==> src/rtl/core/swp_pkg.sv <==
package swp_pkg;

	// Field widths
	localparam int unsigned RX_BYTE_W = 8;
	localparam int unsigned WEIGHT_W  = 19;
	localparam int unsigned ACC_W     = 20;
	localparam int unsigned FRAC_W    = 3;
	localparam int unsigned DIGIT_W   = 4;
	// Accumulator times ten plus a scaled digit fits here
	localparam int unsigned SUM_W     = ACC_W + 4;
	localparam int unsigned ADD_W     = 14;

	// Scale dialects
	typedef enum logic [1:0] {
		DIALECT_PLAIN_CR = 2'd0,
		DIALECT_INT_RS   = 2'd1,
		DIALECT_ACK_POLL = 2'd2,
		DIALECT_K_OR_CR  = 2'd3
	} dialect_t;

	// Request kinds
	typedef enum logic {
		KIND_BYTE = 1'b0,
		KIND_TICK = 1'b1
	} kind_t;

	// Weight window and limits
	localparam logic [ACC_W-1:0]  ACC_MAX     = '1;
	localparam logic [ACC_W-1:0]  WEIGHT_LOW  = ACC_W'(5000);
	localparam logic [ACC_W-1:0]  WEIGHT_HIGH = ACC_W'(300000);
	localparam logic [ADD_W-1:0]  DIGIT_UNIT  = ADD_W'(1000);
	localparam logic [ADD_W-1:0]  UNIT_TENTHS = ADD_W'(100);
	localparam logic [ADD_W-1:0]  UNIT_HUNDR  = ADD_W'(10);

	// Fraction digit counter codes
	localparam logic [FRAC_W-1:0] FRAC_NONE  = 3'd0;
	localparam logic [FRAC_W-1:0] FRAC_FIRST = 3'd1;
	localparam logic [FRAC_W-1:0] FRAC_SECOND = 3'd2;
	localparam logic [FRAC_W-1:0] FRAC_THIRD = 3'd3;
	localparam logic [FRAC_W-1:0] FRAC_DONE  = 3'd4;

	// Characters
	localparam logic [RX_BYTE_W-1:0] CH_ACK   = 8'h06;
	localparam logic [RX_BYTE_W-1:0] CH_DC1   = 8'h11;
	localparam logic [RX_BYTE_W-1:0] CH_RS    = 8'h1e;
	localparam logic [RX_BYTE_W-1:0] CH_EOT   = 8'h04;
	localparam logic [RX_BYTE_W-1:0] CH_ETX   = 8'h03;
	localparam logic [RX_BYTE_W-1:0] CH_ENQ   = 8'h05;
	localparam logic [RX_BYTE_W-1:0] CH_CR    = 8'h0d;
	localparam logic [RX_BYTE_W-1:0] CH_K     = 8'h6b;
	localparam logic [RX_BYTE_W-1:0] CH_DOT   = 8'h2e;
	localparam logic [RX_BYTE_W-1:0] CH_COMMA = 8'h2c;
	localparam logic [RX_BYTE_W-1:0] CH_ZERO  = 8'h30;
	localparam logic [RX_BYTE_W-1:0] CH_NINE  = 8'h39;

endpackage

==> src/rtl/core/swp_if.sv <==
// Byte and tick requests from the receive side
interface swp_in_if import swp_pkg::*; ();
	logic                 valid;
	logic                 ready;
	logic                 kind;
	logic [RX_BYTE_W-1:0] rx_byte;

	modport source (output valid, output kind, output rx_byte, input ready);
	modport sink   (input valid, input kind, input rx_byte, output ready);
endinterface

// Parse results: weight report and reply byte
interface swp_out_if import swp_pkg::*; ();
	logic                 valid;
	logic                 ready;
	logic                 weight_valid;
	logic [WEIGHT_W-1:0]  weight_value;
	logic                 reply_valid;
	logic [RX_BYTE_W-1:0] reply_byte;

	modport source (output valid, output weight_valid, output weight_value,
		output reply_valid, output reply_byte, input ready);
	modport sink   (input valid, input weight_valid, input weight_value,
		input reply_valid, input reply_byte, output ready);
endinterface

==> src/rtl/core/scale_weight_parser_top.sv <==
// Channel   | Dir | Carries
// ----------+-----+--------------------------------------------------
// in_ch     | in  | kind, rx_byte: received byte or tick
// out_ch    | out | weight_valid, weight_value, reply_valid, reply_byte
// cfg_we/.. | in  | dialect register write, no read-back
//
// One request per clock sustained while out_ch.ready holds; each request gives
// exactly one result, through the input register and then the result register.
// The accumulator update is one add and saturate between those registers.
// arst_n clears valids, the accumulator, the decimal counter and the dialect.
// A stalled result holds in its register while one more request is taken.
module scale_weight_parser_top import swp_pkg::*; (
	input  logic        clk,
	input  logic        arst_n,
	input  logic        cfg_we,
	input  logic [1:0]  cfg_wdata,
	swp_in_if.sink      in_ch,
	swp_out_if.source   out_ch
);

	dialect_t             dialect_q;
	logic [ACC_W-1:0]     acc_q;
	logic [FRAC_W-1:0]    frac_q;

	logic                 valid_s1;
	kind_t                kind_s1;
	logic [RX_BYTE_W-1:0] byte_s1;

	logic                 valid_s2;
	logic                 wv_s2;
	logic [WEIGHT_W-1:0]  w_s2;
	logic                 rv_s2;
	logic [RX_BYTE_W-1:0] rb_s2;

	logic                 adv_s2;
	logic                 is_digit;
	logic                 is_point;
	logic                 is_term;
	logic [DIGIT_W-1:0]   digit;
	logic [SUM_W-1:0]     times10;
	logic [SUM_W-1:0]     base;
	logic [ADD_W-1:0]     addend;
	logic [SUM_W-1:0]     sum;
	logic [ACC_W-1:0]     sat_sum;
	logic [ACC_W-1:0]     acc_d;
	logic [FRAC_W-1:0]    frac_d;
	logic                 wv_d;
	logic [WEIGHT_W-1:0]  w_d;
	logic                 rv_d;
	logic [RX_BYTE_W-1:0] rb_d;

	// Handshake: input register moves on when the result register frees up
	assign adv_s2      = valid_s1 & (~valid_s2 | out_ch.ready);
	assign in_ch.ready = ~valid_s1 | adv_s2;

	// Dialect register
	always_ff @(posedge clk or negedge arst_n) begin
		if (!arst_n) begin
			dialect_q <= DIALECT_PLAIN_CR;
		end else if (cfg_we) begin
			dialect_q <= dialect_t'(cfg_wdata);
		end
	end

	// Input register
	always_ff @(posedge clk or negedge arst_n) begin
		if (!arst_n) begin
			valid_s1 <= 1'b0;
		end else if (in_ch.ready) begin
			valid_s1 <= in_ch.valid;
		end
	end

	always_ff @(posedge clk) begin
		if (in_ch.ready && in_ch.valid) begin
			kind_s1 <= kind_t'(in_ch.kind);
			byte_s1 <= in_ch.rx_byte;
		end
	end

	// Character classes
	assign is_digit = (byte_s1 >= CH_ZERO) && (byte_s1 <= CH_NINE);
	assign is_point = (byte_s1 == CH_DOT) || (byte_s1 == CH_COMMA);
	assign digit    = byte_s1[DIGIT_W-1:0];

	always_comb begin
		case (dialect_q)
			DIALECT_PLAIN_CR: is_term = (byte_s1 == CH_CR);
			DIALECT_INT_RS:   is_term = (byte_s1 == CH_RS);
			DIALECT_ACK_POLL: is_term = (byte_s1 == CH_K) || (byte_s1 == CH_EOT)
				|| (byte_s1 == CH_ETX);
			default:          is_term = (byte_s1 == CH_K) || (byte_s1 == CH_CR);
		endcase
	end

	// Digit accumulate: shift by ten or add a scaled fraction digit
	assign times10 = SUM_W'({acc_q, 3'b000}) + SUM_W'({acc_q, 1'b0});

	always_comb begin
		base   = SUM_W'(acc_q);
		addend = '0;
		if (dialect_q == DIALECT_INT_RS) begin
			base   = times10;
			addend = ADD_W'(digit);
		end else begin
			case (frac_q)
				FRAC_NONE: begin
					base   = times10;
					addend = ADD_W'(digit) * DIGIT_UNIT;
				end
				FRAC_FIRST:  addend = ADD_W'(digit) * UNIT_TENTHS;
				FRAC_SECOND: addend = ADD_W'(digit) * UNIT_HUNDR;
				FRAC_THIRD:  addend = ADD_W'(digit);
				default:     addend = '0;
			endcase
		end
	end

	assign sum     = base + SUM_W'(addend);
	assign sat_sum = (sum > SUM_W'(ACC_MAX)) ? ACC_MAX : sum[ACC_W-1:0];

	// Next state and result
	always_comb begin
		acc_d  = acc_q;
		frac_d = frac_q;
		wv_d   = 1'b0;
		w_d    = '0;
		rv_d   = 1'b0;
		rb_d   = '0;
		if (kind_s1 == KIND_TICK) begin
			case (dialect_q)
				DIALECT_INT_RS, DIALECT_ACK_POLL: begin
					rv_d = 1'b1;
					rb_d = CH_ENQ;
				end
				DIALECT_K_OR_CR: begin
					rv_d = 1'b1;
					rb_d = CH_CR;
				end
				default: rv_d = 1'b0;
			endcase
		end else if (is_point) begin
			frac_d = FRAC_FIRST;
		end else if (dialect_q == DIALECT_ACK_POLL && byte_s1 == CH_ACK) begin
			rv_d = 1'b1;
			rb_d = CH_DC1;
		end else if (!is_digit) begin
			if (is_term) begin
				if (acc_q > WEIGHT_LOW && acc_q < WEIGHT_HIGH) begin
					wv_d = 1'b1;
					w_d  = acc_q[WEIGHT_W-1:0];
				end
				acc_d  = '0;
				frac_d = FRAC_NONE;
			end
		end else begin
			acc_d = sat_sum;
			if (dialect_q != DIALECT_INT_RS && frac_q != FRAC_NONE
				&& frac_q < FRAC_DONE) begin
				frac_d = frac_q + FRAC_W'(1);
			end
		end
	end

	// Parser state, updated as a request enters the result register
	always_ff @(posedge clk or negedge arst_n) begin
		if (!arst_n) begin
			acc_q  <= '0;
			frac_q <= FRAC_NONE;
		end else if (adv_s2) begin
			acc_q  <= acc_d;
			frac_q <= frac_d;
		end
	end

	// Result register
	always_ff @(posedge clk or negedge arst_n) begin
		if (!arst_n) begin
			valid_s2 <= 1'b0;
		end else if (adv_s2) begin
			valid_s2 <= 1'b1;
		end else if (out_ch.ready) begin
			valid_s2 <= 1'b0;
		end
	end

	always_ff @(posedge clk) begin
		if (adv_s2) begin
			wv_s2 <= wv_d;
			w_s2  <= w_d;
			rv_s2 <= rv_d;
			rb_s2 <= rb_d;
		end
	end

	assign out_ch.valid        = valid_s2;
	assign out_ch.weight_valid = wv_s2;
	assign out_ch.weight_value = w_s2;
	assign out_ch.reply_valid  = rv_s2;
	assign out_ch.reply_byte   = rb_s2;

endmodule

==> src/flat_wrapper.sv <==
// flat-port wrapper written by rule: the top's interface ports become plain ports
module scale_weight_parser_top_flat import swp_pkg::*;
  (clk, arst_n, cfg_we, cfg_wdata, in_ch_valid, in_ch_kind, in_ch_rx_byte, in_ch_ready, out_ch_valid, out_ch_weight_valid, out_ch_weight_value, out_ch_reply_valid, out_ch_reply_byte, out_ch_ready);
  swp_in_if in_ch_i ();
  swp_out_if out_ch_i ();
  input  logic clk;
  input  logic arst_n;
  input  logic cfg_we;
  input  logic [1:0] cfg_wdata;
  input wire logic [$bits(in_ch_i.valid)-1:0] in_ch_valid;
  input wire logic [$bits(in_ch_i.kind)-1:0] in_ch_kind;
  input wire logic [$bits(in_ch_i.rx_byte)-1:0] in_ch_rx_byte;
  output wire logic [$bits(in_ch_i.ready)-1:0] in_ch_ready;
  output wire logic [$bits(out_ch_i.valid)-1:0] out_ch_valid;
  output wire logic [$bits(out_ch_i.weight_valid)-1:0] out_ch_weight_valid;
  output wire logic [$bits(out_ch_i.weight_value)-1:0] out_ch_weight_value;
  output wire logic [$bits(out_ch_i.reply_valid)-1:0] out_ch_reply_valid;
  output wire logic [$bits(out_ch_i.reply_byte)-1:0] out_ch_reply_byte;
  input wire logic [$bits(out_ch_i.ready)-1:0] out_ch_ready;
  assign in_ch_i.valid = in_ch_valid;
  assign in_ch_i.kind = in_ch_kind;
  assign in_ch_i.rx_byte = in_ch_rx_byte;
  assign in_ch_ready = in_ch_i.ready;
  assign out_ch_valid = out_ch_i.valid;
  assign out_ch_weight_valid = out_ch_i.weight_valid;
  assign out_ch_weight_value = out_ch_i.weight_value;
  assign out_ch_reply_valid = out_ch_i.reply_valid;
  assign out_ch_reply_byte = out_ch_i.reply_byte;
  assign out_ch_i.ready = out_ch_ready;
  scale_weight_parser_top u_core (.clk(clk), .arst_n(arst_n), .cfg_we(cfg_we), .cfg_wdata(cfg_wdata), .in_ch(in_ch_i), .out_ch(out_ch_i));
endmodule
==> config.mk <==
export PLATFORM = sky130hd
export DESIGN_NAME = scale_weight_parser_top_flat
export DESIGN_NICKNAME = d
export VERILOG_FILES = /design/src/rtl/core/swp_pkg.sv /design/src/rtl/core/swp_if.sv /design/src/rtl/core/scale_weight_parser_top.sv /design/src/flat_wrapper.sv
export SDC_FILE = /design/constraint.sdc
export NUM_CORES = 1
export LEC_CHECK = 0
export ABC_CLOCK_PERIOD_IN_PS = 15430
export BUFFER_PORTS_ARGS = -buffer_cell sky130_fd_sc_hd__buf_2
export CELL_PAD_IN_SITES_DETAIL_PLACEMENT = 1
export CELL_PAD_IN_SITES_GLOBAL_PLACEMENT = 1
export CORE_MARGIN = 2
export CORE_UTILIZATION = 40
export CTS_CLUSTER_SIZE = 10
export DETAILED_ROUTE_END_ITERATION = 12
export PLACE_DENSITY_LB_ADDON = 0.08
export SLEW_MARGIN = 20
export SYNTH_ARGS = -nofsm -noshare
export SYNTH_HDL_FRONTEND = slang
export SYNTH_SLANG_ARGS = --single-unit
==> constraint.sdc <==
create_clock -name clk -period 15.43 [get_ports clk]
set_input_delay 0 -clock clk [delete_from_list [all_inputs] [get_ports clk]]
set_output_delay 0 -clock clk [all_outputs]
set_load 0.05 [all_outputs]
==> results.json <==
{
  "status": "completed",
  "area_growth_pct": 13.5,
  "slowest_stage": "fa_1",
  "powerDensity_mw_per_mm2": 120,
  "skew_ns": 0.00600,
  "placedCellCount": 843,
  "htreeDepth": 3,
  "die_y_um": 124,
  "p_sw_frac": 0.443,
  "power_switching_w": 0.000347,
  "combPwrFrac": 0.503,
  "yosysUniqueCellTypes": 76,
  "synth_area_sq_mm": 0.00576,
  "final_util": 0.467,
  "endpoint_kind": "flip-flop",
  "async_reset_ff_frac": 0.450,
  "ir_drop_mv": 0.0615,
  "hp-class": "primary input to async pin",
  "fin_crit_ns": 5.66,
  "critPathMaxFanout": 11,
  "grt_pass1_vias": 5164,
  "grt_pass1_wl_um": 27300,
  "ctsResizeCount": 0,
  "cts.sinks": 60,
  "start_util": 0.412,
  "drive_gt1_frac": 0.112,
  "cp-start-kind": "flip-flop",
  "dp_hpwl_um": 13400,
  "drt-total-wl_um": 17000,
  "layout_common_cells": "nand2_1, ha_1, a21oi_1, buf_2, nor2_1",
  "clock_latency_ns": 0.33,
  "synth.avg_cell_area_sq_um": 9.04,
  "period_share": 0.367,
  "grt_max_degree": 28,
  "path_class": "flip-flop to flip-flop",
  "grt.overflow.total": 0,
  "cts_buffers": 9,
  "power_leakage_nw": 2.96,
  "crit_buf_inv": 2,
  "timing.max_cap.violations": 0,
  "crit_family": "compound AO/OA/AOI/OAI gates",
  "synthCells": 637,
  "internal_power_w": 0.000437,
  "routedWlPerCell_um": 19.4,
  "track_usage": 0.233,
  "layout_commonest_cell": "nand2_1",
  "seq_area_frac_synth": 0.289,
  "grt_antenna_before_repair": 0,
  "die_area_sq_mm": 0.0154,
  "cts-root-buf": "clkbuf_16",
  "clkSlewWorstSetupHoldPaths_ns": 0.05,
  "max_stage_delay_ns": 0.67,
  "ios": 47,
  "required_ns": 15.59,
  "rsz0062_at_grt": "no",
  "ys_warn_count": 0,
  "slew_violations": 0,
  "core_sq_mm": 0.0140,
  "tns_ns": 0,
  "core.rowCount": 43,
  "routabilityCongestion": 0.859,
  "drtAntennaViolNets": 0,
  "fmax_mhz": 177,
  "via_per_inst": 5.77,
  "setup_viol": 0,
  "drt_pre_antenna_iters": 5,
  "final_cells": 875,
  "numPortBuffers": 42,
  "relSlewSlack": 0.413,
  "ys_ff_latch": 60,
  "power_frac_seq": 0.277,
  "drt_iter0_drc": 260,
  "vias": 5052,
  "diodes": 0,
  "crit_arrival_ns": 5.82,
  "path_cells": "fa_1, inv_1, fa_1, inv_1, ha_1, a21o_1, a21oi_1, xnor2_1, o21ai_0, nor2b_1, ha_1, nand2_1, o32ai_1, a41o_1, a31oi_2, o31ai_4, o311ai_0",
  "tightest_slew_ns": 0.880,
  "hold_violations": 0,
  "cts.path.max_buffers": 2,
  "drc": 0,
  "synth-main-ff-cell": "edfxtp_1",
  "fp.dieW_um": 124,
  "synth_edf_count": 33,
  "cts_tree": "yes",
  "p_clk_frac": 0.220,
  "fin_nets": 785
}
-- flip-flops by register name, summed over array words and instances, names as in the netlist --
register / cells
u_core.out_ch.reply_byte: 4
u_core.out_ch.valid: 1
u_core.out_ch.weight_valid: 1
u_core.dialect_q: 2
u_core.valid_s1: 1
u_core.out_ch.weight_value: 19
u_core.byte_s1: 8
u_core.frac_q: 3
u_core.kind_s1: 1
u_core.acc_q: 20
-- metal layers --
layer,share of wire,up-vias,GRT usage
met2,0.47,101,0.382
met4,0.016,0,0.0709
met5,0,-,0
met1,0.48,2489,0.322
met3,0.035,16,0.0270
li1,-,2446,-
-- worst reg2reg max path: stages (launching register included) --
cell and delay, ns:
edfxtp_1 0.61, fa_1 0.67, inv_1 0.10, fa_1 0.50, inv_1 0.04, ha_1 0.33, a21o_1 0.17, a21oi_1 0.21
xnor2_1 0.14, o21ai_0 0.08, nor2b_1 0.14, ha_1 0.40, nand2_1 0.11, o32ai_1 0.49, a41o_1 0.40, a31oi_2 0.27
o31ai_4 0.58, o311ai_0 0.23
-- synth_stat cells (all sizes together) (3+ instances only) --
cell    count  area share
o211ai     11       0.016
ha         67        0.15
nor3b       4      0.0052
a22oi      10       0.013
o31ai       6       0.010
nand3       8      0.0070
dfrtp      27        0.12
a222oi      4      0.0070
o21a        6      0.0078
nand4       5      0.0054
a31oi       8      0.0098
a211oi      8       0.012
nor2       42       0.029
xor2       17       0.026
nor3        9      0.0078
o21bai      4      0.0052
nor2b      11       0.012
inv        27       0.018
a21o       14       0.018
and2b       4      0.0052
nand2      72       0.047
a21oi      54       0.049
nand2b      9       0.011
mux2i       3      0.0052
and3        5      0.0054
nor4b       3      0.0046
o21ai      32       0.028
and2       24       0.026
xnor2      22       0.033
a21boi      3      0.0039
clkbuf      9      0.0059
fa         11       0.038
nor4       11       0.015
o221ai      4      0.0061
edfxtp     33        0.17
mux2        3      0.0059
buf        12       0.014
or2         3      0.0033
-- worst paths after layout --
path	cells past startpoint	slack, ns	start	endpoint
min reg2reg	1	0.51	u_core.valid_s1$_DFFE_PN0N_	u_core.out_ch.valid$_DFFE_PN0P_
max	17	9.77	u_core.byte_s1[2]$_DFFE_PP_	u_core.acc_q[2]$_DFFE_PN0P_
max reg2reg	17	9.77	u_core.byte_s1[2]$_DFFE_PP_	u_core.acc_q[2]$_DFFE_PN0P_
max in group asynchronous	2	14.77	arst_n	u_core.acc_q[14]$_DFFE_PN0P_
min in group clk	2	0.38	in_ch_rx_byte[6]	u_core.byte_s1[6]$_DFFE_PP_
min	2	0.24	arst_n	u_core.frac_q[0]$_DFFE_PN0P_
-- power groups by stage --
stage / Sequential [W] / Combinational, W / Clock, W
2_1_floorplan: 0.000220 / 0.000274 / 0
3_3_place_gp: 0.000218 / 0.000377 / 0
3_5_place_dp: 0.000219 / 0.000387 / 0
4_1_cts: 0.000216 / 0.000393 / 0.000176
5_1_grt: 0.000219 / 0.000438 / 0.000183
6_report: 0.000217 / 0.000394 / 0.000173
-- area by class of cell --
| class | instances | area (sq um) |
|---|---|---|
| Fill cell | 1655 | 7450 |
| Multi-Input combinational cell | 532 | 3890 |
| Sequential cell | 60 | 1670 |
| Timing Repair Buffer | 61 | 395 |
| Clock buffer | 12 | 236 |
| Tap cell | 180 | 225 |
| Inverter | 27 | 101 |
| Clock inverter | 3 | 17.5 |
-- cells by family after synthesis --
kind of cell	synth area share
buffers and inverters	0.0374
AO/OA/AOI/OAI	0.223
other	0.000651
AND/OR/NAND/NOR	0.196
flip-flops	0.289
XOR/XNOR	0.0593
multiplexers	0.0111
adder cells (fa/ha/maj)	0.184
-- timing repair --
item                      in CTS  in global routing
hold endpoints to repair      40                  0
setup buffers                  0                  0
hold buffers                  17                  0
-- per-stage QoR --
stage | power [W] | worst slack, ns | hold slack, ns | area [sq um]
3_5_place_dp | 0.000606 | 9.87 | 0.0466 | 6110
2_1_floorplan | 0.000494 | 10.58 | -0.296 | 5770
5_1_grt | 0.000840 | 9.36 | 0.306 | 6540
4_1_cts | 0.000785 | 9.87 | 0.239 | 6540
3_3_place_gp | 0.000595 | 10.03 | 0.0388 | 6110
6_report | 0.000784 | 9.77 | 0.245 | 6540
Note: power is estimated with default switching activity, not from simulation.
